===== src/rtl/core/eup_pkg.sv =====
// eup_pkg: shared types, constants and codes of the eikonal upwind point update.
// No dependencies; imported by every module of the block.
`default_nettype none
package eup_pkg;

  localparam int NUM_AXES = 3;
  localparam int AXIS_W   = 2;
  localparam int CFG_IDX_W = 3;

  // register indexes of the configuration port
  localparam logic [CFG_IDX_W-1:0] CFG_ORDER = 3'd0;
  localparam logic [CFG_IDX_W-1:0] CFG_SP0   = 3'd1;
  localparam logic [CFG_IDX_W-1:0] CFG_SP1   = 3'd2;
  localparam logic [CFG_IDX_W-1:0] CFG_SP2   = 3'd3;

  localparam logic [1:0] ORDER_SECOND = 2'd2;

  // solve status codes
  localparam logic [1:0] ST_OK       = 2'd0;
  localparam logic [1:0] ST_FALLBACK = 2'd1;
  localparam logic [1:0] ST_NO_NBR   = 2'd2;
  localparam logic [1:0] ST_NEG_DISC = 2'd3;

  localparam logic signed [31:0] INF_CODE = 32'sh7FFF_FFFF;
  localparam logic [31:0]        NEG_SAT  = 32'h8000_0000;

  // accumulator caps
  localparam logic [22:0]        A_CAP = 23'h40_0000;
  localparam logic signed [62:0] B_CAP = 63'sh1000_0000_0000_0000;
  localparam logic [62:0]        C_CAP = 63'h4000_0000_0000_0000;
  localparam logic [52:0]        G_CAP = 53'h10_0000_0000_0000;

  // queue between front and back
  localparam int QUEUE_DEPTH = 4;
  localparam int QPTR_W      = 2;
  localparam logic [QPTR_W:0] QCOUNT_FULL = (QPTR_W+1)'(QUEUE_DEPTH);

  typedef struct packed {
    logic               second;
    logic [2:0][30:0]   spacing;   // zero already mapped to one LSB
  } cfg_t;

  // one classified axis word
  typedef struct packed {
    logic               contrib;
    logic [AXIS_W-1:0]  axis;
    logic signed [37:0] spcp;      // S*K
    logic [34:0]        u;         // |K|
    logic               sp3;       // S is 3
    logic               last;
    logic [30:0]        speed;
  } item_t;

  typedef struct packed {
    logic        start;
    logic [63:0] a;
    logic [63:0] b;
  } mul_req_t;

  typedef struct packed {
    logic         busy;
    logic         done;
    logic [127:0] prod;
  } mul_rsp_t;

  typedef struct packed {
    logic        start;
    logic [63:0] num;
    logic [30:0] den;
  } div_req_t;

  typedef struct packed {
    logic        busy;
    logic        done;
    logic [63:0] quo;
  } div_rsp_t;

  typedef struct packed {
    logic         start;
    logic [127:0] rad;
  } sqrt_req_t;

  typedef struct packed {
    logic        busy;
    logic        done;
    logic [63:0] root;
  } sqrt_rsp_t;

endpackage
`default_nettype wire


===== src/rtl/core/eup_mul.sv =====
// eup_mul: 64x64 unsigned multiplier, one 64x16 partial product per cycle.
// Depends on eup_pkg.
`default_nettype none
module eup_mul import eup_pkg::*; (
  input  wire logic     clk,
  input  wire logic     rst,
  input  wire mul_req_t req,
  output mul_rsp_t      rsp
);

  logic [63:0]  a_r, b_r;
  logic [127:0] acc;
  logic [1:0]   cnt;
  logic         busy, done;
  logic [79:0]  pp;
  logic [143:0] sum;

  always_comb begin
    pp  = a_r * b_r[15:0];
    // add at the top, shift right: digit k lands at weight 16*k
    sum = {16'b0, acc} + {pp, 64'b0};
  end

  always_ff @(posedge clk) begin
    if (rst) begin
      busy <= 1'b0;
      done <= 1'b0;
    end else begin
      done <= 1'b0;
      if (req.start) begin
        busy <= 1'b1;
        cnt  <= '0;
        acc  <= '0;
        a_r  <= req.a;
        b_r  <= req.b;
      end else if (busy) begin
        acc <= sum[143:16];
        b_r <= b_r >> 16;
        cnt <= cnt + 1'b1;
        if (cnt == 2'd3) begin
          busy <= 1'b0;
          done <= 1'b1;
        end
      end
    end
  end

  assign rsp.busy = busy;
  assign rsp.done = done;
  assign rsp.prod = acc;

endmodule
`default_nettype wire


===== config.mk =====
export PLATFORM = sky130hd
export DESIGN_NAME = eup_mul
export DESIGN_NICKNAME = d
export VERILOG_FILES = /design/src/rtl/core/eup_pkg.sv /design/src/rtl/core/eup_mul.sv
export SDC_FILE = /design/constraint.sdc
export NUM_CORES = 2
export LEC_CHECK = 0
export ABC_AREA = 1
export BUFFER_PORTS_ARGS = -buffer_cell sky130_fd_sc_hd__buf_2
export CAP_MARGIN = 20
export CORE_ASPECT_RATIO = 0.7
export CORE_MARGIN = 4
export CORE_UTILIZATION = 39
export DETAILED_ROUTE_END_ITERATION = 8
export SLEW_MARGIN = 30
export SYNTH_ARGS = -nofsm -noshare
export SYNTH_HDL_FRONTEND = slang
export SYNTH_SLANG_ARGS = --single-unit

===== constraint.sdc =====
create_clock -name clk -period 16.3 [get_ports clk]
set_clock_uncertainty 0.15 [all_clocks]
set_input_delay 3.26 -clock clk [delete_from_list [all_inputs] [get_ports clk]]
set_output_delay 3.26 -clock clk [all_outputs]
set_load 0.05 [all_outputs]

==> run_results.csv <==
group,metric,value,unit
outcome,status,"finished clean",
synthesis,ys_ff_latch,260,
synthesis,synth_fa_ha_area_share,41.5,%
setup_path,cp-end-kind,"flop",
synthesis,synth_compound_area_share,6.17,%
synthesis,synthXorXnorAreaFrac,1.13,%
detailed_routing,drt_wl_total,158000,um
grt,antenna_found_initial,6,
clock_network,postCtsSetupBuffers,0,
sta,rsz0062_at_grt,"no",
die,dieArea,131000,um^2
synthesis,yosys.area_share.simple,19.6,%
clock_network,cts_hold_buf,0,
sta,fmax,97.4,MHz
placement,postPlaceCellArea,50800,um^2
setup_path,crit_path_start_kind,"flop",
synthesis,synth_most_common_cell,"nand2_1",
synthesis,synthFlopType,"edfxtp_1",
synthesis,netlist_top_cells_area,"fa_1 36%, edfxtp_1 16%, nand2_1 14%",
detailed_routing,drt_iter0_markers,3685,
synthesis,synthMuxAreaShare,0,%
clock_network,h-tree-depth,2,
detailed_routing,routed_via_density,4.96,
placement,gp_congestion,0.958,
setup_path,cp_max_fo,48,
die,core,124000,um^2
synthesis,syn_area_per_cell,7.75,um^2
synthesis,synth_warnings,0,
clock_network,clk_latency,610,ps
die,ioPinCount,261,
clock_network,cts.path.max_buffers,3,
placement,place_ws,6350,ps
clock_network,clkTransAtPathRegs,60,ps
finish,finalNetCount,7504,
setup_path,arrival,10480,ps
sta,setup_violations,0,
sta,layout_min_cycle_time,10270,ps
synthesis,synth_top_family_by_area,"adder cells",
sta,post-route-period-util,63.0,%
setup_path,crit_type,"reg -> reg",
worst_hold_path,worstHoldPathType,"reg -> reg",
grt,grt_usage,24.6,%
setup_path,critPathMaxStageDelay,830,ps
sta,setup_tns,0,ps
die,initial_core_util,39.3,%
synthesis,synth.distinct_cells,52,
synthesis,synth_top_area_share,35.7,%
setup_path,crit_path_frequent_cell,"nand2_1",
detailed_routing,vias,39477,
grt,grt_pass1_vias,40272,
synthesis,synth_enable_flop_cells,258,
clock_network,cts-root-buf,"clkbuf_16",
clock_network,cts_made_buffers,35,
finish,syn2layout_area_growth,6.95,%
grt,grt-ovfl-total,0,
sta,hold_viol_final,0,
grt,grt_max_degree,81,
synthesis,synth_top_area_cell,"fa_1",
sta,setup_ws,6030,ps
placement,io_buffers,260,
sta,worst_pin_slew,1060,ps
synthesis,syn-cell-area,48700,um^2
synthesis,yosysSeqAreaShare,16.0,%
detailed_routing,routedWlPerCell,19.9,um
detailed_routing,ant_nets,0,
clock_network,clkSinkCount,260,
clock_network,cts_resized,0,
synthesis,synthTopCellsByCount,"1807 x nand2_1, 1590 x inv_1, 867 x fa_1",
job,max_cap_viol_count,0,
clock_network,cts_tree,"built",
synthesis,synth_nets,7504,
die,rows,108,
setup_path,cp_slowest_cell,"edfxtp_1",
setup_path,required,16510,ps
placement,dp_hpwl,128000,um
die,die_h,304,um
sta,finalMaxSlewViolations,0,
die,die_w,430,um
grt,grt_pass1_wl,247000,um
finish,drive_gt1_share,7.90,%
finish,final_area,52000,um^2
sta,relSlewSlack,29.5,%
synthesis,synthArstFlopShare,0,%
synthesis,synthCells,6279,
finish,fillerInstances,12668,
detailed_routing,drc,0,
finish,fin_util,42.0,%
detailed_routing,drtPass1Iterations,6,
-- metrics by stage --
step / hold WS, ps / instances
6_report: 357 / 7956
5_1_grt: 376 / 7954
3_3_place_gp: 342 / 7891
3_5_place_dp: 344 / 7892
2_1_floorplan: 337 / 6279
4_1_cts: 360 / 7952
-- layout by cell type (no fill, tap or decap), types with 4 or more instances in the layout --
cell type   count
nor2_2         25
clkinvlp_4      4
o21ai_2         5
bufinv_16       4
buf_2         259
edfxtp_1      258
nor3_2          7
nor4_1          5
nor2_1        320
xor2_1         34
a21boi_0        7
nand2_4         9
o21bai_1       28
nand2_2        49
o21a_1         28
nand4_1        11
inv_2          30
inv_1        1589
fa_1          867
a21o_1         15
clkbuf_16      35
nor2_4          5
a31oi_1        35
nor3_1         22
and3_1          8
xnor2_1        28
nand3_1        83
o21ai_1         6
buf_4          36
diode_2         4
nand2_1      1807
nand3_2         9
clkinv_1        6
o21ai_0       134
ha_1          227
a21oi_1       262
-- final cells by class --
type	count	area, um^2	area share (%)
Inverter	1620	6080	11.7
Multi-Input combinational cell	4065	33300	64.0
Clock buffer	38	887	1.70
Sequential cell	260	7790	15.0
Tap cell	1650	2060	3.97
Antenna cell	4	10.0	0.0192
Clock inverter	22	288	0.553
Timing Repair Buffer	297	1610	3.09
-- critical path: cells and delay by family (launching register included) --
kind / cells / cell delay (ps)
DFF: 1 / 830
buffers and inverters: 7 / 1080
adders and majority gates: 8 / 4010
and+or+nand+nor: 16 / 2370
AOI/OAI and AO/OA: 4 / 970
xor gates and xnor gates: 1 / 530
-- cell families after synthesis --
| family | count (synthesis) |
|---|---|
| simple gates | 2371 |
| buf+inv | 1954 |
| fa+ha+maj | 1094 |
| compound gates | 537 |
| flops | 260 |
| xor+xnor | 63 |
-- layer usage --
| metal | GRT usage, % | routed length (um) | vias to the layer above |
|---|---|---|---|
| li1 | - | - | 18218 |
| met1 | 37.6 | 74700 | 19662 |
| met2 | 36.9 | 67700 | 1473 |
| met3 | 4.51 | 13500 | 122 |
| met4 | 3.75 | 2310 | 2 |
| met5 | 0 | 14 | - |
-- final timing paths --
path	startpoint	endpoint	slack (ps)	cells after the start
max	b_r[10]	acc[120]	6030	36
min	b_r[63]	b_r[47]	360	2
max reg2reg	b_r[10]	acc[120]	6030	36
min reg2reg	b_r[63]	b_r[47]	360	2
-- registers in the layout (all words and copies together) (netlist names) --
| register | count |
|---|---|
| done | 1 |
| acc | 128 |
| busy | 1 |
| a_r | 64 |
| cnt | 2 |
| b_r | 64 |
Power is left out: the tool's default activity adds up to more than one toggle a clock period on the data nets, which glitch-free logic cannot reach.
