===== config.mk =====
export PLATFORM = sky130hd
export DESIGN_NAME = eup_front
export DESIGN_NICKNAME = d
export VERILOG_FILES = /design/src/rtl/core/eup_pkg.sv /design/src/rtl/core/eup_front.sv
export SDC_FILE = /design/constraint.sdc
export NUM_CORES = 1
export LEC_CHECK = 0
export ABC_AREA = 1
export BUFFER_PORTS_ARGS = -buffer_cell sky130_fd_sc_hd__buf_2
export CAP_MARGIN = 10
export CORE_MARGIN = 5
export CORE_UTILIZATION = 39
export DETAILED_ROUTE_END_ITERATION = 7
export GPL_TIMING_DRIVEN = 1
export PLACE_DENSITY = 0.73
export RECOVER_POWER = 50
export SYNTH_ARGS = -nofsm -noshare
export SYNTH_HDL_FRONTEND = slang
export SYNTH_SLANG_ARGS = --single-unit
export TNS_END_PERCENT = 1

===== constraint.sdc =====
create_clock -name vclk -period 26.6
set_input_delay 3.99 -clock vclk [all_inputs]
set_output_delay 3.99 -clock vclk [all_outputs]
set_load 0.005 [all_outputs]

===== src/rtl/core/eup_pkg.sv =====
// eup_pkg: shared types, constants and codes of the eikonal upwind point update.
// No dependencies; imported by every module of the block.
`default_nettype none
package eup_pkg;

  localparam int NUM_AXES = 3;
  localparam int AXIS_W   = 2;
  localparam int CFG_IDX_W = 3;

  // register indexes of the configuration port
  localparam logic [CFG_IDX_W-1:0] CFG_ORDER = 3'd0;
  localparam logic [CFG_IDX_W-1:0] CFG_SP0   = 3'd1;
  localparam logic [CFG_IDX_W-1:0] CFG_SP1   = 3'd2;
  localparam logic [CFG_IDX_W-1:0] CFG_SP2   = 3'd3;

  localparam logic [1:0] ORDER_SECOND = 2'd2;

  // solve status codes
  localparam logic [1:0] ST_OK       = 2'd0;
  localparam logic [1:0] ST_FALLBACK = 2'd1;
  localparam logic [1:0] ST_NO_NBR   = 2'd2;
  localparam logic [1:0] ST_NEG_DISC = 2'd3;

  localparam logic signed [31:0] INF_CODE = 32'sh7FFF_FFFF;
  localparam logic [31:0]        NEG_SAT  = 32'h8000_0000;

  // accumulator caps
  localparam logic [22:0]        A_CAP = 23'h40_0000;
  localparam logic signed [62:0] B_CAP = 63'sh1000_0000_0000_0000;
  localparam logic [62:0]        C_CAP = 63'h4000_0000_0000_0000;
  localparam logic [52:0]        G_CAP = 53'h10_0000_0000_0000;

  // queue between front and back
  localparam int QUEUE_DEPTH = 4;
  localparam int QPTR_W      = 2;
  localparam logic [QPTR_W:0] QCOUNT_FULL = (QPTR_W+1)'(QUEUE_DEPTH);

  typedef struct packed {
    logic               second;
    logic [2:0][30:0]   spacing;   // zero already mapped to one LSB
  } cfg_t;

  // one classified axis word
  typedef struct packed {
    logic               contrib;
    logic [AXIS_W-1:0]  axis;
    logic signed [37:0] spcp;      // S*K
    logic [34:0]        u;         // |K|
    logic               sp3;       // S is 3
    logic               last;
    logic [30:0]        speed;
  } item_t;

  typedef struct packed {
    logic        start;
    logic [63:0] a;
    logic [63:0] b;
  } mul_req_t;

  typedef struct packed {
    logic         busy;
    logic         done;
    logic [127:0] prod;
  } mul_rsp_t;

  typedef struct packed {
    logic        start;
    logic [63:0] num;
    logic [30:0] den;
  } div_req_t;

  typedef struct packed {
    logic        busy;
    logic        done;
    logic [63:0] quo;
  } div_rsp_t;

  typedef struct packed {
    logic         start;
    logic [127:0] rad;
  } sqrt_req_t;

  typedef struct packed {
    logic        busy;
    logic        done;
    logic [63:0] root;
  } sqrt_rsp_t;

endpackage
`default_nettype wire


===== src/rtl/core/eup_front.sv =====
// eup_front: accepts axis words, picks the upwind side and forms S and K.
// Depends on eup_pkg.
`default_nettype none
module eup_front import eup_pkg::*; (
  input  wire logic              in_valid,
  output logic                   in_ready,
  input  wire logic [AXIS_W-1:0] axis,
  input  wire logic signed [31:0] minus_near,
  input  wire logic signed [31:0] minus_far,
  input  wire logic signed [31:0] plus_near,
  input  wire logic signed [31:0] plus_far,
  input  wire logic [3:0]        known_flags,
  input  wire logic [30:0]       point_speed,
  input  wire logic              last_axis,
  input  wire cfg_t              cfg,
  input  wire logic              q_full,
  output logic                   push,
  output item_t                  item
);

  function automatic logic [32:0] mag33(input logic signed [31:0] v);
    logic signed [32:0] e;
    logic signed [32:0] en;
    e  = {v[31], v};
    en = -e;
    mag33 = v[31] ? en : e;
  endfunction

  logic mk, pk, use_minus, fk, sw;
  logic signed [31:0] p1, far;
  logic signed [35:0] p1x, farx, cp, cpn;
  logic signed [37:0] cpx;

  always_comb begin
    mk = known_flags[0] && (minus_near != INF_CODE);
    pk = known_flags[2] && (plus_near != INF_CODE);
    use_minus = mk && !(pk && (mag33(plus_near) < mag33(minus_near)));
    p1  = use_minus ? minus_near : plus_near;
    far = use_minus ? minus_far : plus_far;
    fk  = use_minus ? known_flags[1] : known_flags[3];
    sw  = cfg.second && fk && (far != INF_CODE) && (mag33(far) <= mag33(p1));
    p1x  = {{4{p1[31]}}, p1};
    farx = {{4{far[31]}}, far};
    cp   = sw ? (p1x <<< 2) - farx : (p1x <<< 1);
    cpn  = -cp;
    cpx  = {{2{cp[35]}}, cp};

    item.contrib = (axis < AXIS_W'(NUM_AXES)) && (mk || pk);
    item.axis    = axis;
    item.spcp    = sw ? (cpx <<< 1) + cpx : (cpx <<< 1);
    item.u       = cp[35] ? cpn[34:0] : cp[34:0];
    item.sp3     = sw;
    item.last    = last_axis;
    item.speed   = point_speed;
  end

  assign in_ready = !q_full;
  assign push     = in_valid && !q_full;

endmodule
`default_nettype wire


==> flow_summary.rst <==
.. list-table::
   :header-rows: 1

   * - Metric
     - Value
   * - Highest fanout seen on the critical path
     - 90
   * - Wire length of the first global-routing pass
     - ~65 mm
   * - Psw
     - 0.415 mW
   * - Floorplan die width
     - ~190 µm
   * - Critical path capture point type
     - output pin
   * - Smallest hold slack
     - 7.98 ns
   * - Top-count cell post-synth
     - sky130_fd_sc_hd__nand2_1
   * - Initial antenna violation count
     - 1
   * - Vertical extent of the die
     - roughly 190 µm
   * - Aggregate global-route resource usage
     - a little under a quarter
   * - Die footprint
     - between 30000 and 40000 µm²
   * - Iteration count of the initial detailed-routing pass
     - 5
   * - Synth warn
     - 0
   * - Fraction of the cycle the final worst path needs
     - between 80% and 90%
   * - Power per cell area
     - 49.0 nW/µm²
   * - Layout overhead on the synthesized area
     - 8.89%
   * - Routability Congestion
     - between 0.9 and 1
   * - Post-layout total power
     - between 0.6 and 0.7 mW
   * - Row cnt
     - 64
   * - Data required time of the worst path
     - between 20 and 25 ns
   * - Number of cells after detailed placement
     - 2739
   * - Post-route cell area
     - ~13000 µm²
   * - Maximum resistive drop on vdd
     - roughly 0.016 mV
   * - Register share of total power
     - 0%
   * - Count of instances resized after the clock tree is built
     - 0
   * - Mean Syn Cell Area
     - around 5.5 µm²
   * - Transition time at the pin with the least slew margin
     - between 2 and 3 ns
   * - Syn Std Cell Area
     - approximately 12000 µm²
   * - Aggregate global routing overflow
     - 0
   * - Yosys cell types
     - 58
   * - Seq_cells
     - 0
   * - Maximum number of pins on one net before global-route repair
     - between 90 and 100
   * - Relative slew slack
     - -83.2%
   * - Buffers inserted during post-CTS setup optimization
     - 0
   * - Synth top area share
     - roughly 17%
   * - Starting density of the core
     - slightly below 40%
   * - CP arrival
     - roughly 20 ns
   * - Smallest setup slack after layout
     - 2.89 ns
   * - Cell type with the highest aggregate area in the netlist
     - sky130_fd_sc_hd__nand2_1
   * - Detailed router's first-iteration violation count
     - roughly 1100
   * - Launching element type of the critical path
     - input port
   * - Internal Power
     - roughly 0.23 mW
   * - CP startpoint
     - plus_near[0]
   * - Fraction of layout instances using a drive strength above 1
     - about an eighth
   * - Hold Path End
     - item[0]
   * - Storage element area
     - 0 µm²
   * - Logic pwr share
     - 100.0%
   * - Critical Path Max Stage Delay
     - between 1.5 and 2 ns
   * - Net switching share of the total power
     - around two thirds
   * - Number of clock buffer instances in the layout
     - 0
   * - Max-cap violation count
     - 1
   * - Setup Viol. Count Final
     - 0
   * - Finished Layout Cells
     - between 2000 and 3000
   * - Area of the placeable core
     - around 31000 µm²
   * - Residual DRC
     - 0
   * - Sequential cell area fraction in the yosys report
     - 0%
   * - Input/output buffers
     - around 220
   * - Final-layout fill cell count
     - roughly 3400
   * - Cell occurring most often along the worst timing path
     - sky130_fd_sc_hd__nand2_1
   * - Cell types occupying the most area after synthesis
     - sky130_fd_sc_hd__nand2_1, sky130_fd_sc_hd__ha_1, sky130_fd_sc_hd__inv_1
   * - Fmax
     - 42.2 MHz
   * - Number of standard cells after synthesis
     - between 2000 and 2500
   * - Failing checks
     - max-capacitance violations, max-slew violations
   * - Type of the worst setup path
     - input port to output pin
   * - Final hold viol count
     - 0
   * - Hold Path Origin
     - point_speed[0]
   * - Slowest cell on the critical path
     - sky130_fd_sc_hd__nand2_1
   * - Top-Level Pins
     - 373
   * - Unrepaired setup endpoints after global routing
     - no
   * - Setup tns final
     - 0 ns
   * - Clock share of power
     - 0%
   * - Worst slack after detailed placement
     - 4.84 ns
   * - Number of stages on the worst hold path
     - 0
   * - Max Slew Vio Count
     - 91
   * - Top post-synthesis cells by count
     - sky130_fd_sc_hd__nand2_1, sky130_fd_sc_hd__inv_1, sky130_fd_sc_hd__nor2_1
   * - Post-DP HPWL
     - between 30 and 40 mm
   * - Fraction of the core area covered by cells at the end of the flow
     - between 40% and 50%
   * - Number of global-route vias before repair
     - around 13000
   * - Final ANT Viol Nets
     - 0
   * - Final min period
     - between 20 and 25 ns
   * - Lkg Pwr
     - around 7.4 nW
   * - Avg Vias per Cell
     - 5.17
   * - HP Class
     - input port to output pin
   * - Count of hold-fix buffers inserted at cts
     - 0
   * - Total number of vias
     - ~14000
   * - WL final
     - roughly 42 mm
   * - Result of the run
     - finished, violations left
   * - Routed length per instance
     - 15.3 µm
   * - Layout Nets
     - ~2800
   * - Area post-placement
     - about 13000 µm²
-- cell type report --
cell class | instances | area [µm²] | area share, %
Multi-Input combinational cell | 1746 | 10100 | 76.9
Inverter | 375 | 1410 | 10.8
Timing Repair Buffer | 222 | 1120 | 8.53
Tap cell | 396 | 495 | 3.79
Antenna cell | 1 | 2.50 | 0.0191
-- critical path, delay by kind of cell --
family	cells	cell delay (ns)
and+or+nand+nor	33	7.89
buffers and inverters	13	1.80
xor gates and xnor gates	2	0.32
adders and majority gates	5	1.57
AOI/OAI and AO/OA	11	4.10
-- power groups by stage --
stage | Combinational [mW] | Clock, mW | Sequential (mW)
after floorplan | 0.454 | 0 | 0
after global placement | 0.617 | 0 | 0
after detailed placement | 0.629 | 0 | 0
after CTS | 0.631 | 0 | 0
after global routing | 0.719 | 0.00000000504 | 0
final | 0.641 | 0.00000000504 | 0
-- cells by family (layout without fill, tap and decap cells) --
logic type	Yosys count	after routing	share of synthesized area (%)
adder cells (fa/ha/maj)	163	163	17.0
AO/OA/AOI/OAI	340	340	16.0
other	2	5	0.0625
XOR/XNOR	177	177	12.9
buffers and inverters	454	597	16.2
AND/OR/NAND/NOR	1062	1062	37.8
-- cell usage in the layout, fill, tap and decap left out, types with 4 or more instances in the layout --
master	count
sky130_fd_sc_hd__a211oi_1	6
sky130_fd_sc_hd__a21oi_1	146
sky130_fd_sc_hd__a31oi_1	11
sky130_fd_sc_hd__buf_2	208
sky130_fd_sc_hd__buf_4	6
sky130_fd_sc_hd__clkbuf_1	8
sky130_fd_sc_hd__conb_1	4
sky130_fd_sc_hd__ha_1	163
sky130_fd_sc_hd__inv_1	368
sky130_fd_sc_hd__inv_2	7
sky130_fd_sc_hd__nand2_1	558
sky130_fd_sc_hd__nand2_2	20
sky130_fd_sc_hd__nand3_1	115
sky130_fd_sc_hd__nand3_2	5
sky130_fd_sc_hd__nand3b_1	10
sky130_fd_sc_hd__nand4_1	23
sky130_fd_sc_hd__nor2_1	236
sky130_fd_sc_hd__nor2_2	5
sky130_fd_sc_hd__nor3_1	55
sky130_fd_sc_hd__nor4_1	10
sky130_fd_sc_hd__o21a_1	20
sky130_fd_sc_hd__o21ai_0	99
sky130_fd_sc_hd__o21ai_1	18
sky130_fd_sc_hd__o21ai_2	4
sky130_fd_sc_hd__o31ai_1	7
sky130_fd_sc_hd__or2_2	8
sky130_fd_sc_hd__xnor2_1	28
sky130_fd_sc_hd__xor2_1	149
-- routing by layer --
| layer | track usage [%] | wire [µm] |
|---|---|---|
| met5 | 0 | 0 |
| met3 | 1.33 | 3400 |
| met1 | 33.3 | 19400 |
| met2 | 38.5 | 18300 |
| met4 | 3.61 | 693 |
-- worst max-delay path by stage --
stage / to
after floorplan: item[94]
after global placement: item[102]
after detailed placement: item[95]
after CTS: item[95]
after global routing: item[102]
final: item[95]
(Power assumes the default switching activity.)
