==> config.mk <==
export PLATFORM = sky130hd
export DESIGN_NAME = eup_sqrt
export DESIGN_NICKNAME = d
export VERILOG_FILES = /design/src/rtl/core/eup_pkg.sv /design/src/rtl/core/eup_sqrt.sv
export SDC_FILE = /design/constraint.sdc
export NUM_CORES = 1
export LEC_CHECK = 0
export BUFFER_PORTS_ARGS = -buffer_cell sky130_fd_sc_hd__buf_2
export CORE_AREA = 3 3 171 173
export CTS_CLUSTER_SIZE = 8
export DETAILED_ROUTE_END_ITERATION = 8
export DIE_AREA = 0 0 174 176
export GPL_TIMING_DRIVEN = 1
export PLACE_DENSITY = 0.73
export SYNTH_ARGS = -nofsm -noshare
export SYNTH_HDL_FRONTEND = slang
export SYNTH_SLANG_ARGS = --single-unit
export TNS_END_PERCENT = 50
==> constraint.sdc <==
create_clock -name clk -period 18.05 [get_ports clk]
set_input_delay 1.805 -clock clk [delete_from_list [all_inputs] [get_ports clk]]
set_output_delay 1.805 -clock clk [all_outputs]
set_load 0.005 [all_outputs]
==> src/rtl/core/eup_pkg.sv <==
// eup_pkg: shared types, constants and codes of the eikonal upwind point update.
// No dependencies; imported by every module of the block.
`default_nettype none
package eup_pkg;

  localparam int NUM_AXES = 3;
  localparam int AXIS_W   = 2;
  localparam int CFG_IDX_W = 3;

  // register indexes of the configuration port
  localparam logic [CFG_IDX_W-1:0] CFG_ORDER = 3'd0;
  localparam logic [CFG_IDX_W-1:0] CFG_SP0   = 3'd1;
  localparam logic [CFG_IDX_W-1:0] CFG_SP1   = 3'd2;
  localparam logic [CFG_IDX_W-1:0] CFG_SP2   = 3'd3;

  localparam logic [1:0] ORDER_SECOND = 2'd2;

  // solve status codes
  localparam logic [1:0] ST_OK       = 2'd0;
  localparam logic [1:0] ST_FALLBACK = 2'd1;
  localparam logic [1:0] ST_NO_NBR   = 2'd2;
  localparam logic [1:0] ST_NEG_DISC = 2'd3;

  localparam logic signed [31:0] INF_CODE = 32'sh7FFF_FFFF;
  localparam logic [31:0]        NEG_SAT  = 32'h8000_0000;

  // accumulator caps
  localparam logic [22:0]        A_CAP = 23'h40_0000;
  localparam logic signed [62:0] B_CAP = 63'sh1000_0000_0000_0000;
  localparam logic [62:0]        C_CAP = 63'h4000_0000_0000_0000;
  localparam logic [52:0]        G_CAP = 53'h10_0000_0000_0000;

  // queue between front and back
  localparam int QUEUE_DEPTH = 4;
  localparam int QPTR_W      = 2;
  localparam logic [QPTR_W:0] QCOUNT_FULL = (QPTR_W+1)'(QUEUE_DEPTH);

  typedef struct packed {
    logic               second;
    logic [2:0][30:0]   spacing;   // zero already mapped to one LSB
  } cfg_t;

  // one classified axis word
  typedef struct packed {
    logic               contrib;
    logic [AXIS_W-1:0]  axis;
    logic signed [37:0] spcp;      // S*K
    logic [34:0]        u;         // |K|
    logic               sp3;       // S is 3
    logic               last;
    logic [30:0]        speed;
  } item_t;

  typedef struct packed {
    logic        start;
    logic [63:0] a;
    logic [63:0] b;
  } mul_req_t;

  typedef struct packed {
    logic         busy;
    logic         done;
    logic [127:0] prod;
  } mul_rsp_t;

  typedef struct packed {
    logic        start;
    logic [63:0] num;
    logic [30:0] den;
  } div_req_t;

  typedef struct packed {
    logic        busy;
    logic        done;
    logic [63:0] quo;
  } div_rsp_t;

  typedef struct packed {
    logic         start;
    logic [127:0] rad;
  } sqrt_req_t;

  typedef struct packed {
    logic        busy;
    logic        done;
    logic [63:0] root;
  } sqrt_rsp_t;

endpackage
`default_nettype wire

==> src/rtl/core/eup_sqrt.sv <==
// eup_sqrt: floor square root of a 128-bit value, one root bit per cycle.
// Depends on eup_pkg.
`default_nettype none
module eup_sqrt import eup_pkg::*; (
  input  wire logic      clk,
  input  wire logic      rst,
  input  wire sqrt_req_t req,
  output sqrt_rsp_t      rsp
);

  logic [127:0] rad_r;
  logic [65:0]  rem;
  logic [63:0]  root;
  logic [5:0]   cnt;
  logic         busy, done;
  logic [67:0]  rem_sh, trial, rem_sub;
  logic         ge;

  always_comb begin
    rem_sh  = {rem, rad_r[127:126]};
    trial   = {2'b0, root, 2'b01};
    ge      = rem_sh >= trial;
    rem_sub = rem_sh - trial;
  end

  always_ff @(posedge clk) begin
    if (rst) begin
      busy <= 1'b0;
      done <= 1'b0;
    end else begin
      done <= 1'b0;
      if (req.start) begin
        busy  <= 1'b1;
        cnt   <= '0;
        rem   <= '0;
        root  <= '0;
        rad_r <= req.rad;
      end else if (busy) begin
        rem   <= ge ? rem_sub[65:0] : rem_sh[65:0];
        root  <= {root[62:0], ge};
        rad_r <= rad_r << 2;
        cnt   <= cnt + 1'b1;
        if (cnt == 6'd63) begin
          busy <= 1'b0;
          done <= 1'b1;
        end
      end
    end
  end

  assign rsp.busy = busy;
  assign rsp.done = done;
  assign rsp.root = root;

endmodule
`default_nettype wire

==> out/summary.md <==
The run finished with clean final reports. The proportion of netlist area held by the largest area contributor was 52.1%; the largest net degree at the start of global routing was 129. The transition time of the tightest slew-check pin was 1080 ps. The die is 176 um tall. The logs give 42.4% for the part of the power in registers and 0 for the number of nets with antenna violations after detailed routing. In the synthesized netlist the dominant register cell turns out to be sky130_fd_sc_hd__edfxtp_1. The wire length of the first global-routing pass is 52600 um. The clock-pin slew reported for the worst setup and hold paths after clock tree synthesis is 40 ps.

After clock tree synthesis, the flow added hold-fix buffers numbering 0. Net switching is 27.8% of the power. Setup violations remaining at the end of the flow were counted as 0. The final-layout setup total negative slack was 0 ps; the final weighted congestion of routability-driven global placement was 0.907.

The number of standard cells in the layout, taps in and fillers out was 1888. For the total clock buffers created by CTS, the log shows 39. The category of the worst setup path capture point was a flip-flop.

The pre-antenna-repair detailed-routing pass consisted of 5 iterations. The async set-reset flop share out of synthesis is 0%, and the post-synthesis area per instance is 11.4 sq um. The max capacitance violation total was 0. The initial antenna violation count was 7; the average detailed-routed wire length per instance was 17.0 um. Standard-cell row count: 61. Wires add up to 32200 um. Number of synthesized register bits: 266. In this run the static leakage power is 7.16 nW. The final critical path takes up 23.4% of the cycle.

In this run the tightest slew margin relative to its limit is 28.1%. In this run the standard cell core region covers 27800 sq um. The number of synthesis warnings was 0. The part of the total power dissipated in combinational logic is 22.4%, and the synthesis-to-layout area growth is 14.5%.

Share of final-layout standard cells stronger than drive strength 1: 26.0%. The min-delay analysis places its worst path in the category reg2reg. Counting tap cells, the placed design contains a total of 1835 instances. The run gives 20.8% as the overall fraction of global-route tracks in use. CTS placed an instance of sky130_fd_sc_hd__clkbuf_16 at the clock tree root. By area the synthesized netlist is led by sky130_fd_sc_hd__edfxtp_1 (52%), sky130_fd_sc_hd__mux2_2 (9.3%), sky130_fd_sc_hd__ha_1 (5.5%), sky130_fd_sc_hd__nor2_1 (4.3%), sky130_fd_sc_hd__mux2i_1 (3.0%). The count of endpoints failing hold in the final timing report came out at 0.

The maximum fanout along the worst path came out at 128. The number of top-level design ports came out at 197. The switching power was 0.000503 W; the via count normalized by instance count was 5.63. The power density over the cells is 104 nW/um^2, and the total length of routed met3 wires is 2750 um. The detailed router placed 10621 vias in this run. The initial utilization of the core area, before any placement, comes to 54.8%. The mapped netlist covers 15200 sq um. Setup repair after global routing left no endpoint under its margin. For the worst setup path, the data required time is 18180 ps. The internal power of the cells totals 0.00131 W.

IR analysis of the VDD net gives a maximum drop of 0.0847 mV. For the count of clock tree sinks, the log shows 266. The share of synthesized area occupied by flip-flops and latches was 52.4%; the detailed placement HPWL was 22600 um. The completed layout was analyzed and its total power is 0.00181 W. For the worst-skew pair, the clock arrives at the later sink with an insertion delay of 520 ps.

The worst setup path is of the in2reg kind. STA puts the critical path data arrival time at 4360 ps. For the upper clock frequency limit, the log shows 236 MHz.

The detailed router finished its first iteration with 734 violations. Across the routed clock network, the largest skew measured is 7.49 ps. The total number of nets in the final design was 1696. The H-tree was split into 2 levels.

Detailed routing placed a total of 14900 um of wire on met2. Count of instances resized after the clock tree is built: 0. The share of total power dissipated in the clock network is 35.2%. The run gives 1527 as the synthesized netlist net count. The total overflow left after global routing is 0.

The number of max-slew violations in the final report was 0; the post-route DRC violation count was 0. Buffers added to address setup during post-CTS repair amount to 0. The number of I/O port buffers was 196; the maximum clock path buffer count was 3. The run gives 13700 um as the length of routed wiring on met1. The library cell with the largest summed area after synthesis is sky130_fd_sc_hd__edfxtp_1. The number of different library cells used by synthesis comes to 80. The minimum clock period after layout was 4230 ps.

Top metal layer carrying routed signals: met5. TritonCTS built the clock tree. The floorplan step defined a die boundary enclosing 30600 sq um.

Counting flops with a built-in enable in the synthesized netlist gives 264. The via count of the first global-routing pass is 10627, and the die width is 174 um. The tools report the post-synthesis cell count as 1329.

The kind of launch point of the worst setup path is a primary input.
routing by layer:
metal | track usage, % | up-vias
li1 | - | 5215
met1 | 27.0 | 5004
met2 | 33.7 | 314
met3 | 6.84 | 76
met4 | 6.03 | 12
met5 | 0 | -
flip-flops by register name (all words and copies together), names as in the netlist:
name   flops
rem       66
rad_r    128
done       1
root      64
busy       1
cnt        6
cell usage after synthesis, types with 35 or more instances:
library cell and n:
sky130_fd_sc_hd__nand2_1 61, sky130_fd_sc_hd__edfxtp_1 264, sky130_fd_sc_hd__ha_1 67, sky130_fd_sc_hd__a21oi_1 78, sky130_fd_sc_hd__mux2_2 126, sky130_fd_sc_hd__mux2i_1 45
sky130_fd_sc_hd__inv_1 85, sky130_fd_sc_hd__nor2_1 175, sky130_fd_sc_hd__clkbuf_1 35, sky130_fd_sc_hd__xnor2_1 38, sky130_fd_sc_hd__o21ai_0 35
cells by family after synthesis:
family	after synthesis	synth area share [%]
mux	172	12.4
simple gates	343	10.1
compound gates	260	11.4
xor+xnor	62	3.57
flops	266	52.4
buf+inv	159	4.58
fa+ha+maj	67	5.51
final timing paths:
kind                            startpoint   endpoint  slack (ps)  cells after the start
worst min-delay path                  busy       done         540                      1
worst max-delay path              req[128]  rad_r[88]       13820                      4
worst max register to register    root[48]    rem[58]       13850                     13
worst min register to register        busy       done         540                      1
power by group through the flow:
| stage | logic (W) | registers [W] | clock network, W |
|---|---|---|---|
| floorplan | 0.000315 | 0.000787 | 0 |
| global placement | 0.000395 | 0.000777 | 0 |
| detailed placement | 0.000403 | 0.000779 | 0 |
| CTS | 0.000406 | 0.000768 | 0.000654 |
| global route | 0.000454 | 0.000773 | 0.000675 |
| finish | 0.000405 | 0.000768 | 0.000637 |
metrics by stage:
stage | hold slack, ps | worst slack, ps | util, % | instance area [sq um]
final | 538 | 13820 | 62.7 | 17400
after global placement | 515 | 13230 | 58.9 | 16400
after detailed placement | 534 | 13220 | 58.9 | 16400
after global routing | 550 | 13500 | 62.7 | 17400
after CTS | 546 | 13780 | 62.7 | 17400
after floorplan | 493 | 3600 | - | 15200
area by class of cell:
type,instances,area (sq um)
fillers,2279,10400
diodes,1,2.50
well taps,378,473
clock inverters,4,41.3
repair buffers,202,1040
inverters,85,319
multi-input cells,904,6570
flip-flops and latches,266,7970
clock buffers,48,1010
layout by cell type, fill, tap and decap left out, types with 3 or more instances in the layout:
cell	instances
sky130_fd_sc_hd__o21ai_1	9
sky130_fd_sc_hd__clkbuf_1	9
sky130_fd_sc_hd__clkbuf_16	39
sky130_fd_sc_hd__nand3b_1	3
sky130_fd_sc_hd__and2_1	4
sky130_fd_sc_hd__nor4_1	3
sky130_fd_sc_hd__o21a_1	13
sky130_fd_sc_hd__o21bai_1	11
sky130_fd_sc_hd__o22ai_1	7
sky130_fd_sc_hd__a31oi_1	13
sky130_fd_sc_hd__o31ai_1	5
sky130_fd_sc_hd__o21ai_0	35
sky130_fd_sc_hd__nand4_1	23
sky130_fd_sc_hd__inv_1	85
sky130_fd_sc_hd__nand2_1	61
sky130_fd_sc_hd__nor2_1	174
sky130_fd_sc_hd__nand2b_1	10
sky130_fd_sc_hd__ha_1	67
sky130_fd_sc_hd__nand3_1	14
sky130_fd_sc_hd__a211oi_1	13
sky130_fd_sc_hd__a21oi_2	4
sky130_fd_sc_hd__xnor2_1	38
sky130_fd_sc_hd__or3_1	8
sky130_fd_sc_hd__edfxtp_1	264
sky130_fd_sc_hd__or2_2	3
sky130_fd_sc_hd__buf_4	6
sky130_fd_sc_hd__a21o_1	24
sky130_fd_sc_hd__and3_1	9
sky130_fd_sc_hd__mux2i_1	45
sky130_fd_sc_hd__nor3_1	17
sky130_fd_sc_hd__xor2_1	24
sky130_fd_sc_hd__buf_2	195
sky130_fd_sc_hd__o211ai_1	4
sky130_fd_sc_hd__o2111ai_1	4
sky130_fd_sc_hd__a21oi_1	78
sky130_fd_sc_hd__mux2_2	126
worst max-delay path, stage by stage:
cell	delay [ps]
sky130_fd_sc_hd__buf_8	570
sky130_fd_sc_hd__nor2_1	210
sky130_fd_sc_hd__nor2_4	730
sky130_fd_sc_hd__buf_4	940
Note: power is estimated with default switching activity, not from simulation.
