--- src/rtl/core/eup_pkg.sv ---
// eup_pkg: shared types, constants and codes of the eikonal upwind point update.
// No dependencies; imported by every module of the block.
`default_nettype none
package eup_pkg;

  localparam int NUM_AXES = 3;
  localparam int AXIS_W   = 2;
  localparam int CFG_IDX_W = 3;

  // register indexes of the configuration port
  localparam logic [CFG_IDX_W-1:0] CFG_ORDER = 3'd0;
  localparam logic [CFG_IDX_W-1:0] CFG_SP0   = 3'd1;
  localparam logic [CFG_IDX_W-1:0] CFG_SP1   = 3'd2;
  localparam logic [CFG_IDX_W-1:0] CFG_SP2   = 3'd3;

  localparam logic [1:0] ORDER_SECOND = 2'd2;

  // solve status codes
  localparam logic [1:0] ST_OK       = 2'd0;
  localparam logic [1:0] ST_FALLBACK = 2'd1;
  localparam logic [1:0] ST_NO_NBR   = 2'd2;
  localparam logic [1:0] ST_NEG_DISC = 2'd3;

  localparam logic signed [31:0] INF_CODE = 32'sh7FFF_FFFF;
  localparam logic [31:0]        NEG_SAT  = 32'h8000_0000;

  // accumulator caps
  localparam logic [22:0]        A_CAP = 23'h40_0000;
  localparam logic signed [62:0] B_CAP = 63'sh1000_0000_0000_0000;
  localparam logic [62:0]        C_CAP = 63'h4000_0000_0000_0000;
  localparam logic [52:0]        G_CAP = 53'h10_0000_0000_0000;

  // queue between front and back
  localparam int QUEUE_DEPTH = 4;
  localparam int QPTR_W      = 2;
  localparam logic [QPTR_W:0] QCOUNT_FULL = (QPTR_W+1)'(QUEUE_DEPTH);

  typedef struct packed {
    logic               second;
    logic [2:0][30:0]   spacing;   // zero already mapped to one LSB
  } cfg_t;

  // one classified axis word
  typedef struct packed {
    logic               contrib;
    logic [AXIS_W-1:0]  axis;
    logic signed [37:0] spcp;      // S*K
    logic [34:0]        u;         // |K|
    logic               sp3;       // S is 3
    logic               last;
    logic [30:0]        speed;
  } item_t;

  typedef struct packed {
    logic        start;
    logic [63:0] a;
    logic [63:0] b;
  } mul_req_t;

  typedef struct packed {
    logic         busy;
    logic         done;
    logic [127:0] prod;
  } mul_rsp_t;

  typedef struct packed {
    logic        start;
    logic [63:0] num;
    logic [30:0] den;
  } div_req_t;

  typedef struct packed {
    logic        busy;
    logic        done;
    logic [63:0] quo;
  } div_rsp_t;

  typedef struct packed {
    logic         start;
    logic [127:0] rad;
  } sqrt_req_t;

  typedef struct packed {
    logic        busy;
    logic        done;
    logic [63:0] root;
  } sqrt_rsp_t;

endpackage
`default_nettype wire

--- src/rtl/core/eup_queue.sv ---
// eup_queue: short word queue between the classifying front and the solver back.
// Depends on eup_pkg.
`default_nettype none
module eup_queue import eup_pkg::*; (
  input  wire logic  clk,
  input  wire logic  rst,
  input  wire logic  push,
  input  wire item_t push_item,
  output logic       full,
  input  wire logic  pop,
  output item_t      head,
  output logic       empty
);

  item_t             mem [QUEUE_DEPTH];
  logic [QPTR_W-1:0] wr_ptr, rd_ptr;
  logic [QPTR_W:0]   count;

  assign full  = (count == QCOUNT_FULL);
  assign empty = (count == '0);
  assign head  = mem[rd_ptr];

  always_ff @(posedge clk) begin
    if (push) begin
      mem[wr_ptr] <= push_item;
    end
  end

  always_ff @(posedge clk) begin
    if (rst) begin
      wr_ptr <= '0;
      rd_ptr <= '0;
      count  <= '0;
    end else begin
      if (push) wr_ptr <= wr_ptr + 1'b1;
      if (pop)  rd_ptr <= rd_ptr + 1'b1;
      if (push && !pop)      count <= count + 1'b1;
      else if (pop && !push) count <= count - 1'b1;
    end
  end

endmodule
`default_nettype wire

--- config.mk ---
export PLATFORM = sky130hd
export DESIGN_NAME = eup_queue
export DESIGN_NICKNAME = d
export VERILOG_FILES = /design/src/rtl/core/eup_pkg.sv /design/src/rtl/core/eup_queue.sv
export SDC_FILE = /design/constraint.sdc
export NUM_CORES = 1
export LEC_CHECK = 0
export ABC_AREA = 1
export BUFFER_PORTS_ARGS = -buffer_cell sky130_fd_sc_hd__buf_2
export CAP_MARGIN = 15
export CORE_MARGIN = 3
export CORE_UTILIZATION = 54
export CTS_BUF_LIST = sky130_fd_sc_hd__clkbuf_8
export DETAILED_ROUTE_END_ITERATION = 10
export GPL_ROUTABILITY_DRIVEN = 1
export HOLD_SLACK_MARGIN = 0.05
export PLACE_DENSITY = 0.79
export SYNTH_ARGS = -nofsm -noshare
export SYNTH_HDL_FRONTEND = slang
export SYNTH_SLANG_ARGS = --single-unit
--- constraint.sdc ---
create_clock -name clk -period 2.9 [get_ports clk]
set_input_delay 0.435 -clock clk [delete_from_list [all_inputs] [get_ports clk]]
set_output_delay 0.435 -clock clk [all_outputs]
set_load 0.02 [all_outputs]
==> results of run 1 <==
## per-layer routing
layer | track usage, % | vias up
met5 | 0 | -
met4 | 8.71 | 8
met3 | 6.32 | 77
met2 | 35.9 | 391
met1 | 27.3 | 5112
li1 | - | 4782
## stage by stage
step	util (%)	hold slack (ns)	cell area (um2)	instances	power (mW)
finish	66.2	0.0872	19800	1843	13.8
detailed placement	60.6	0.510	18100	1675	9.00
CTS	66.1	0.0501	19700	1835	13.9
global placement	60.6	0.482	18100	1675	8.96
floorplan	-	0.412	16600	1112	8.42
global route	66.1	0.0513	19800	1839	14.4
## path summary, 6_finish.rpt
path / cells after the start / slack, ns / endpoint / start
worst max-delay path: 5 / 0.25 / head[16] / flip-flop
worst min-delay path: 1 / 0.09 / mem[1][11] / push_item[11]
worst max register to register: 5 / 1.08 / mem[0][35] / wr_ptr[0]
worst min register to register: 1 / 0.52 / flip-flop / rd_ptr[1]
## cell type report
cell class	count	area, um2
sequential	445	13300
fill	2065	10100
multi-input combinational	579	2830
timing repair buffer	278	1760
clock buffer	78	1070
tap	390	488
clock inverter	50	240
inverter	17	83.8
antenna	6	15.0
## state kept, by name (all words and copies together) (netlist names), named ones only
| name | count |
|---|---|
| wr_ptr | 2 |
| count | 3 |
| mem | 436 |
| rd_ptr | 2 |
## cell usage after synthesis
cell type / number
inv_1: 15
nand2_1: 9
fa_1: 1
nor2_2: 10
a21oi_1: 3
dfxtp_1: 9
buf_4: 4
nor3_1: 2
nand4_1: 1
o21ai_0: 210
o21ai_1: 13
xor2_1: 1
nand3_1: 1
nor2_1: 214
o22ai_1: 109
buf_8: 1
buf_2: 31
edfxtp_1: 436
inv_2: 2
ha_1: 5
clkbuf_1: 29
buf_6: 6
## power groups by stage
stage	Clock (mW)	Sequential, mW	Combinational, mW
6_report	4.92	7.42	1.49
4_1_cts	5.02	7.42	1.49
3_5_place_dp	0	7.55	1.45
3_3_place_gp	0	7.54	1.41
2_1_floorplan	0	7.55	0.869
5_1_grt	5.35	7.44	1.62
## what timing repair did
item                                   CTS  global route
hold buffers                            32             2
endpoints found under the hold margin  106             5
setup buffers                            0             0
## logic make-up after synthesis
family                   Yosys count
AND/OR/NAND/NOR                  237
adder cells (fa/ha/maj)            6
AO/OA/AOI/OAI                    335
flip-flops                       445
XOR/XNOR                           1
buffers and inverters             88
==> flow_summary.json, run 1 <==
{
  "most-common-layout-cells": "436 x edfxtp_1, 223 x buf_2, 214 x nor2_1",
  "setup_viol": 0,
  "ctsRootBufferMaster": "clkbuf_8",
  "cpPeakStageDelay_ns": 0.40,
  "cts_buffer_depth": 3,
  "synth_top_family_by_area": "compound AO/OA/AOI/OAI gates",
  "dr.pass1.iters": 5,
  "h-tree-depth": 3,
  "grt_pass1_vias": 10500,
  "yosysSeqAreaShare_pct": 80.3,
  "grt_first_pass_wirelength_um": 56100,
  "peakVddDrop_uv": 503,
  "post-route-min-period_ns": 2.65,
  "wl_met1_um": 14100,
  "drc": 0,
  "numPortBuffers": 223,
  "crit_slowest_cell": "inv_2",
  "synth-compound-area-share_pct": 11.0,
  "cts.sinks": 445,
  "place_ws_ns": 0.869,
  "cp_cell_sequence": "inv_2, buf_12, o21ai_0, o22ai_1, buf_2",
  "antenna_found_initial": 7,
  "holdCritPathClass": "in -> reg",
  "synth_mux_area_share_pct": 0,
  "cap_violations": 0,
  "drtIter0Drc": 933,
  "top_layer_used": "met5",
  "end_kind": "primary output",
  "dr_wl_met2_um": 18000,
  "p_clk_share_pct": 35.6,
  "synth_fa_ha_area_share_pct": 0.499,
  "worst_pin_slew_ns": 0.704,
  "fin_worst_skew_ns": 0.0266,
  "syn-num-nets": 1231,
  "cts_made_buffers": 71,
  "drt_wl_total_um": 36200,
  "hold_viol_final": 0,
  "grt.total_usage_pct": 21.7,
  "ys_ff_latch": 445,
  "combPwrFrac_pct": 10.8,
  "ctsResizeCount": 0,
  "synthXorXnorAreaFrac_pct": 0.0530,
  "p_per_area_mw_per_mm2": 699,
  "core-area_mm2": 0.0299,
  "dieArea_mm2": 0.0328,
  "routed_via_density": 5.63,
  "finalNetCount": 1511,
  "critPathMaxFanout": 39,
  "cts_tree": "built",
  "syn_avg_cell_area_um2": 14.9,
  "initial_core_util_pct": 55.4,
  "critical_path_class": "reg -> out",
  "final_common_cell": "edfxtp_1",
  "cp-start-kind": "flip-flop",
  "crit_buf_inv": 3,
  "synth_area_leaders": "edfxtp_1 79%, o21ai_0 6.4%, nor2_1 4.9%, o22ai_1 4.1%, dfxtp_1 1.1%",
  "rsz0062_at_grt": "no",
  "synth_cells": 1112,
  "fin_ws_ns": 0.246,
  "p_int_mw": 10.4,
  "yosys.area_share.simple_pct": 5.57,
  "grt_start_max_net_pins": 110,
  "wl_per_cell_um": 19.7,
  "max_freq_mhz": 377,
  "final_layout_size_suffix_gt1_share_pct": 24.2,
  "status": "complete, no violations",
  "syn_area_mm2": 0.0165,
  "finalCritPeriodShare_pct": 91.5,
  "via_count": 10400,
  "met3_wirelength_um": 3130,
  "synth.largest_area_cell": "edfxtp_1",
  "slew_violations": 0,
  "crit_family": "buffers and inverters",
  "arrival_ns": 2.22,
  "clkTransAtPathRegs_ns": 0.06,
  "synth_top_area_share_pct": 79.2,
  "fp.dieH_um": 181,
  "switchingPower_mw": 3.45,
  "row_count": 63,
  "place.gp.congestion": 0.779,
  "area_delta_synth_final_pct": 19.5,
  "tns_ns": 0,
  "grt.overflow.total": 0,
  "io-pin-count": 224,
  "clkLatencyLatePin_ns": 0.58,
  "seqPwrFrac_pct": 53.7,
  "chipWidth_um": 181,
  "ys_warn_count": 0,
  "cp_data_required_time_ns": 2.47,
  "hpwl_um": 19700,
  "synth.distinct_cells": 22,
  "leakage_nw": 6.96,
  "antenna_left": 0,
  "slew_headroom_pct": 53.1,
  "swShare_pct": 24.9
}
(Power assumes the default switching activity.)
==> inputs of run 2 (changes only) <==
--- a/config.mk
+++ b/config.mk
@@ -5,16 +5,15 @@
 export SDC_FILE = /design/constraint.sdc
 export NUM_CORES = 1
 export LEC_CHECK = 0
-export ABC_AREA = 1
 export BUFFER_PORTS_ARGS = -buffer_cell sky130_fd_sc_hd__buf_2
 export CAP_MARGIN = 15
 export CORE_MARGIN = 3
-export CORE_UTILIZATION = 54
+export CORE_UTILIZATION = 53
 export CTS_BUF_LIST = sky130_fd_sc_hd__clkbuf_8
 export DETAILED_ROUTE_END_ITERATION = 10
 export GPL_ROUTABILITY_DRIVEN = 1
 export HOLD_SLACK_MARGIN = 0.05
-export PLACE_DENSITY = 0.79
+export PLACE_DENSITY = 0.77
 export SYNTH_ARGS = -nofsm -noshare
 export SYNTH_HDL_FRONTEND = slang
 export SYNTH_SLANG_ARGS = --single-unit
==> run 2 against run 1 <==
  * Global-route usage fell by 3.0 points
  * Setup slack worse by 0.023 ns
  * Count of clock-buffer cells in the layout fell by 10
  * Highest routed layer unchanged
  * Critical path type unchanged
  * Wire length is 18% lower
  * Critical endpoint is now head[60]
  * Critical path depth decreased by 2
==> flow_summary.json, run 2 <==
{
  "synth-main-ff-cell": "edfxtp_1",
  "crit_family": "flip-flops",
  "fp.dieH_um": 180,
  "yosysSeqAreaShare_pct": 82.4,
  "largest_reg_flops": 436,
  "tns_ns": 0,
  "dp_cells": 1221,
  "crit_slowest_cell": "dfxtp_4",
  "rsz0062_at_grt": "no",
  "r2r_start": "wr_ptr[0]",
  "place.gp.congestion": 0.697,
  "final_layout_size_suffix_gt1_share_pct": 44.5,
  "critical_path_class": "reg -> out",
  "final_util_pct": 65.2,
  "grt_pass1_vias": 8363,
  "arrival_ns": 2.24,
  "row_count": 63,
  "most-common-layout-cells": "436 x edfxtp_1, 223 x buf_2, 109 x mux4_2",
  "finalCritPeriodShare_pct": 92.3,
  "finalNetCount": 1053,
  "worstHoldPathCells": 1,
  "end_kind": "primary output",
  "seqPwrFrac_pct": 55.2,
  "reg_top3": "mem: 436 flops, count: 3 flops",
  "initial_core_util_pct": 54.1,
  "p_per_area_mw_per_mm2": 698,
  "fin_ws_ns": 0.223,
  "synth_top_area_share_pct": 81.3,
  "hold_buffers": 33,
  "cts_buffer_depth": 3,
  "crit_buf_inv": 2,
  "numPortBuffers": 223,
  "critPathMaxFanout": 22,
  "antenna_found_initial": 4,
  "cp_cell_sequence": "buf_4, mux4_2, buf_2",
  "holdCritPathClass": "in -> reg",
  "syn-num-nets": 732,
  "final_common_cell": "edfxtp_1",
  "dieArea_mm2": 0.0325,
  "hold_viol_final": 0,
  "cp-start-kind": "flip-flop",
  "ctsResizeCount": 0,
  "grt_start_max_net_pins": 56,
  "cts.sinks": 445,
  "routed_via_density": 5.48,
  "synth_area_leaders": "edfxtp_1 81%, mux4_2 15%, dfxtp_1 1.1%, ha_1 0.39%, buf_2 0.34%",
  "ctsRootBufferMaster": "clkbuf_8",
  "h-tree-depth": 3,
  "syn_avg_cell_area_um2": 26.3,
  "drt_wl_total_um": 29500,
  "antenna_left": 0,
  "synth.largest_area_cell": "edfxtp_1",
  "combPwrFrac_pct": 11.6,
  "core-area_mm2": 0.0298,
  "grt_first_pass_wirelength_um": 47000,
  "cap_violations": 0,
  "clkLatencyLatePin_ns": 0.55,
  "hpwl_um": 17900,
  "max_freq_mhz": 374,
  "cpPeakStageDelay_ns": 0.63,
  "io-pin-count": 224,
  "swShare_pct": 23.7,
  "leakage_nw": 6.66,
  "ys_warn_count": 0,
  "syn_area_mm2": 0.0161,
  "ys_ff_latch": 445,
  "area_delta_synth_final_pct": 20.5,
  "synth.distinct_cells": 22,
  "largest_register": "mem",
  "grt.overflow.total": 0,
  "fillers": 1946,
  "cp_data_required_time_ns": 2.47,
  "cts_tree": "built",
  "clkTransAtPathRegs_ns": 0.06,
  "p_int_mw": 10.3,
  "worstHoldStart": "push_item[66]",
  "reg2reg_to": "mem[2][3]",
  "synth_cells": 613,
  "fin_worst_skew_ns": 0.0171,
  "wl_per_cell_um": 21.4,
  "grt.total_usage_pct": 18.7,
  "slew_violations": 0,
  "stdcell_count": 1380,
  "peakVddDrop_uv": 499,
  "synth_common_cells": "436 x edfxtp_1, 109 x mux4_2, 11 x buf_2",
  "dr.pass1.iters": 5,
  "yosysMostFrequentCell": "edfxtp_1",
  "slew_headroom_pct": 67.2,
  "switchingPower_mw": 3.21,
  "status": "complete, no violations",
  "cts_made_buffers": 68,
  "place_ws_ns": 0.722,
  "setup_viol": 0,
  "via_count": 7565,
  "post-route-min-period_ns": 2.68,
  "whs_endpoint": "mem[0][66]",
  "async_flop_share_pct": 0,
  "reg2regPathDepth": 4,
  "drc": 0,
  "r2r_setup_slack_ns": 1.11,
  "chipWidth_um": 180,
  "drtIter0Drc": 461,
  "p_clk_share_pct": 33.2,
  "synth_edf_count": 436,
  "postCtsSetupRepairBufs": 0,
  "worst_pin_slew_ns": 0.492
}
-- run 2: cell count changes after synthesis, moves of 10 or more --
| cell | previous run | this run |
|---|---|---|
| nor2_2 | 10 | 0 |
| o22ai_1 | 109 | 0 |
| o21ai_1 | 13 | 0 |
| mux4_2 | 0 | 109 |
| o21ai_0 | 210 | 1 |
| inv_1 | 15 | 4 |
| clkbuf_1 | 29 | 10 |
| buf_2 | 31 | 11 |
| nor2_1 | 214 | 7 |
-- run 2: stage by stage --
stage	hold slack [ns]	total power, mW	instance area [um2]
floorplan	0.466	8.57	16100
global placement	0.479	9.13	17900
detailed placement	0.503	9.18	17900
CTS	0.0501	13.7	19400
global route	0.0513	14.2	19400
finish	0.0880	13.6	19400
-- run 2: worst reg2reg max path, stage by stage, from the launching register on --
cell	delay [ns]
dfxtp_1	0.35
inv_1	0.11
ha_1	0.15
and2_4	0.42
buf_12	0.38
-- run 2: power by group through the flow --
stage	registers, mW	clock network [mW]	logic (mW)
2_1_floorplan	7.58	0	0.991
6_report	7.48	4.50	1.57
3_5_place_dp	7.62	0	1.56
3_3_place_gp	7.60	0	1.53
4_1_cts	7.48	4.65	1.60
5_1_grt	7.50	4.97	1.68
-- run 2: final cells by class --
| class | instances | area [um2] | area share [%] |
|---|---|---|---|
| Antenna cell | 6 | 15.0 | 0.0773 |
| Clock buffer | 68 | 936 | 4.82 |
| Clock inverter | 52 | 251 | 1.30 |
| Inverter | 4 | 15.0 | 0.0773 |
| Multi-Input combinational cell | 139 | 2700 | 13.9 |
| Sequential cell | 445 | 13300 | 68.4 |
| Tap cell | 390 | 488 | 2.51 |
| Timing Repair Buffer | 276 | 1730 | 8.93 |
-- run 2: routing by layer --
metal,wire length [um],global-route usage [%]
met1,11800,24.9
met2,14700,30.1
met3,2380,5.55
met4,644,6.45
met5,13,0
-- run 2: worst max-delay path by stage --
stage          startpoint  slack, ns  depth (start not counted)        end
2_1_floorplan   wr_ptr[0]       0.57                          3  mem[2][0]
3_3_place_gp    flip-flop       0.74                          3   head[32]
3_5_place_dp    flip-flop       0.72                          3   head[36]
4_1_cts         flip-flop       0.10                          3   head[36]
5_1_grt         flip-flop       0.06                          3   head[25]
6_report        flip-flop       0.22                          3   head[60]
-- run 2: cells by family (layout without fill, tap and decap cells) --
group / Yosys count / in the layout / share of synthesized area, %
buffers and inverters: 29 / 400 / 0.947
flip-flops: 445 / 445 / 82.4
XOR/XNOR: 5 / 5 / 0.272
multiplexers: 111 / 111 / 15.4
AND/OR/NAND/NOR: 15 / 15 / 0.458
other: 0 / 6 / 0
AO/OA/AOI/OAI: 2 / 2 / 0.0621
adder cells (fa/ha/maj): 6 / 6 / 0.513
==> inputs of run 3 (changes only) <==
--- a/config.mk
+++ b/config.mk
@@ -7,13 +7,13 @@
 export LEC_CHECK = 0
 export BUFFER_PORTS_ARGS = -buffer_cell sky130_fd_sc_hd__buf_2
 export CAP_MARGIN = 15
-export CORE_MARGIN = 3
+export CORE_MARGIN = 2
 export CORE_UTILIZATION = 53
 export CTS_BUF_LIST = sky130_fd_sc_hd__clkbuf_8
 export DETAILED_ROUTE_END_ITERATION = 10
 export GPL_ROUTABILITY_DRIVEN = 1
 export HOLD_SLACK_MARGIN = 0.05
-export PLACE_DENSITY = 0.77
+export PLACE_DENSITY = 0.78
 export SYNTH_ARGS = -nofsm -noshare
 export SYNTH_HDL_FRONTEND = slang
 export SYNTH_SLANG_ARGS = --single-unit
==> run 3 against run 2 <==
  * Fmax is 4.7% higher
  * Via count is 1.5% lower
  * Register-to-register slack hardly changed
  * Combinational power hardly changed
  * Largest cell class unchanged
  * Power is 1.1% higher
  * Clock skew is 0.0038 ns higher
  * Core utilization is 0.14 points lower
==> flow_summary.json, run 3 (synthesis gave the netlist of run 2 again) <==
{
  "whs_endpoint": "mem[3][57]",
  "wl_per_cell_um": 21.1,
  "clkTransAtPathRegs_ns": 0.07,
  "crit_buf_inv": 2,
  "antenna_left": 0,
  "grt_start_max_net_pins": 59,
  "routed_via_density": 5.46,
  "grt.overflow.total": 0,
  "reg2regPathDepth": 4,
  "post-route-min-period_ns": 2.56,
  "finalNetCount": 1043,
  "clkLatencyLatePin_ns": 0.57,
  "initial_core_util_pct": 54.1,
  "worst_pin_slew_ns": 0.602,
  "hold_viol_final": 0,
  "drtIter0Drc": 460,
  "fin_worst_skew_ns": 0.0209,
  "slew_headroom_pct": 59.9,
  "peakVddDrop_uv": 561,
  "cts.sinks": 445,
  "dieArea_mm2": 0.0318,
  "cp_cell_sequence": "buf_12, mux4_2, buf_2",
  "antenna_found_initial": 3,
  "via_count": 7454,
  "fin_ws_ns": 0.342,
  "hold_ws_ns": 0.0911,
  "status": "complete, no violations",
  "reg_top3": "mem: 436 flops, count: 3 flops",
  "final_util_pct": 65.0,
  "max_freq_mhz": 391,
  "hpwl_um": 17200,
  "core-area_mm2": 0.0298,
  "cts_made_buffers": 69,
  "crit_slowest_cell": "mux4_2",
  "dr_wl_met2_um": 14400,
  "ctsRootBufferMaster": "clkbuf_8",
  "fp.dieH_um": 178,
  "most-common-layout-cells": "436 x edfxtp_1, 223 x buf_2, 109 x mux4_2",
  "placed_area_mm2": 0.0178,
  "grt_pass1_vias": 7915,
  "io-pin-count": 224,
  "grt_first_pass_wirelength_um": 43600,
  "cts_buffer_depth": 3,
  "cts_tree": "built",
  "critPathMaxFanout": 56,
  "cp_data_required_time_ns": 2.47,
  "met3_wirelength_um": 2010,
  "largest_reg_flops": 436,
  "critical_path_class": "reg -> out",
  "end_kind": "primary output",
  "place.gp.congestion": 0.712,
  "final_layout_size_suffix_gt1_share_pct": 45.0,
  "cp-start-kind": "flip-flop",
  "place_ws_ns": 0.884,
  "numPortBuffers": 223,
  "top_layer_used": "met5",
  "crit_family": "multiplexers",
  "final_common_cell": "edfxtp_1",
  "chipWidth_um": 178,
  "grt.total_usage_pct": 18.4,
  "row_count": 63,
  "arrival_ns": 2.12,
  "finalCritPeriodShare_pct": 88.2,
  "drt_wl_total_um": 28800,
  "path_depth": 3,
  "cpPeakStageDelay_ns": 0.58,
  "setup_viol": 0,
  "r2r_setup_slack_ns": 1.12,
  "worstHoldStart": "push_item[57]",
  "design_area_mm2": 0.0194,
  "holdCritPathClass": "in -> reg",
  "p_per_area_mw_per_mm2": 707,
  "area_delta_synth_final_pct": 20.3,
  "largest_register": "mem",
  "wl_met1_um": 11700,
  "drc": 0,
  "dr.pass1.iters": 4,
  "tns_ns": 0,
  "worstHoldPathCells": 1,
  "leakage_nw": 6.65,
  "cap_violations": 0,
  "ctsResizeCount": 0,
  "rsz0062_at_grt": "no",
  "slew_violations": 0,
  "h-tree-depth": 3,
  "r2r_start": "wr_ptr[0]",
  "reg2reg_to": "mem[2][45]"
}
## run 3: cell types whose count changed in the layout (fill, tap and decap cells not counted), sizes merged
cell / delta
inv: -1
diode: -3
buf: -5
clkinvlp: -2
dlygate4sd3: -6
clkinv: -2
clkbuf: +5
## run 3: power breakdown
| part | switching, mW | internal [mW] | leakage [nW] |
|---|---|---|---|
| Clock | 2.24 | 2.44 | 0.740 |
| Combinational | 0.910 | 0.647 | 1.83 |
| Sequential | 0.0727 | 7.39 | 4.08 |
| Total | 3.23 | 10.5 | 6.65 |
## run 3: routing by layer
layer	global-route usage (%)	up-vias
met5	0	-
met4	6.84	2
met3	4.18	62
met2	29.9	284
met1	24.8	3833
li1	-	3273
## run 3: metrics by stage
stage,total power [mW],cells
global placement,9.11,1216
finish,13.7,1366
CTS,13.9,1363
global route,14.2,1365
floorplan,8.57,613
detailed placement,9.15,1216
## run 3: final cells by class
| type | count | area [um2] |
|---|---|---|
| flip-flops and latches | 445 | 13300 |
| fillers | 1966 | 10400 |
| multi-input cells | 139 | 2700 |
| repair buffers | 265 | 1640 |
| clock buffers | 73 | 1000 |
| well taps | 390 | 488 |
| clock inverters | 47 | 246 |
| inverters | 4 | 15.0 |
| diodes | 3 | 7.51 |
## run 3: repair_timing
item                      CTS  global route
hold endpoints to repair   82             0
hold buffers               27             0
buffers inserted            0             0
## run 3: worst max path at each step
stage | slack (ns) | from | end
floorplan | 0.57 | wr_ptr[0] | mem[2][0]
global placement | 0.88 | flip-flop | head[85]
detailed placement | 0.88 | flip-flop | head[85]
CTS | 0.27 | flip-flop | head[21]
global route | 0.21 | flip-flop | head[66]
finish | 0.34 | flip-flop | head[66]
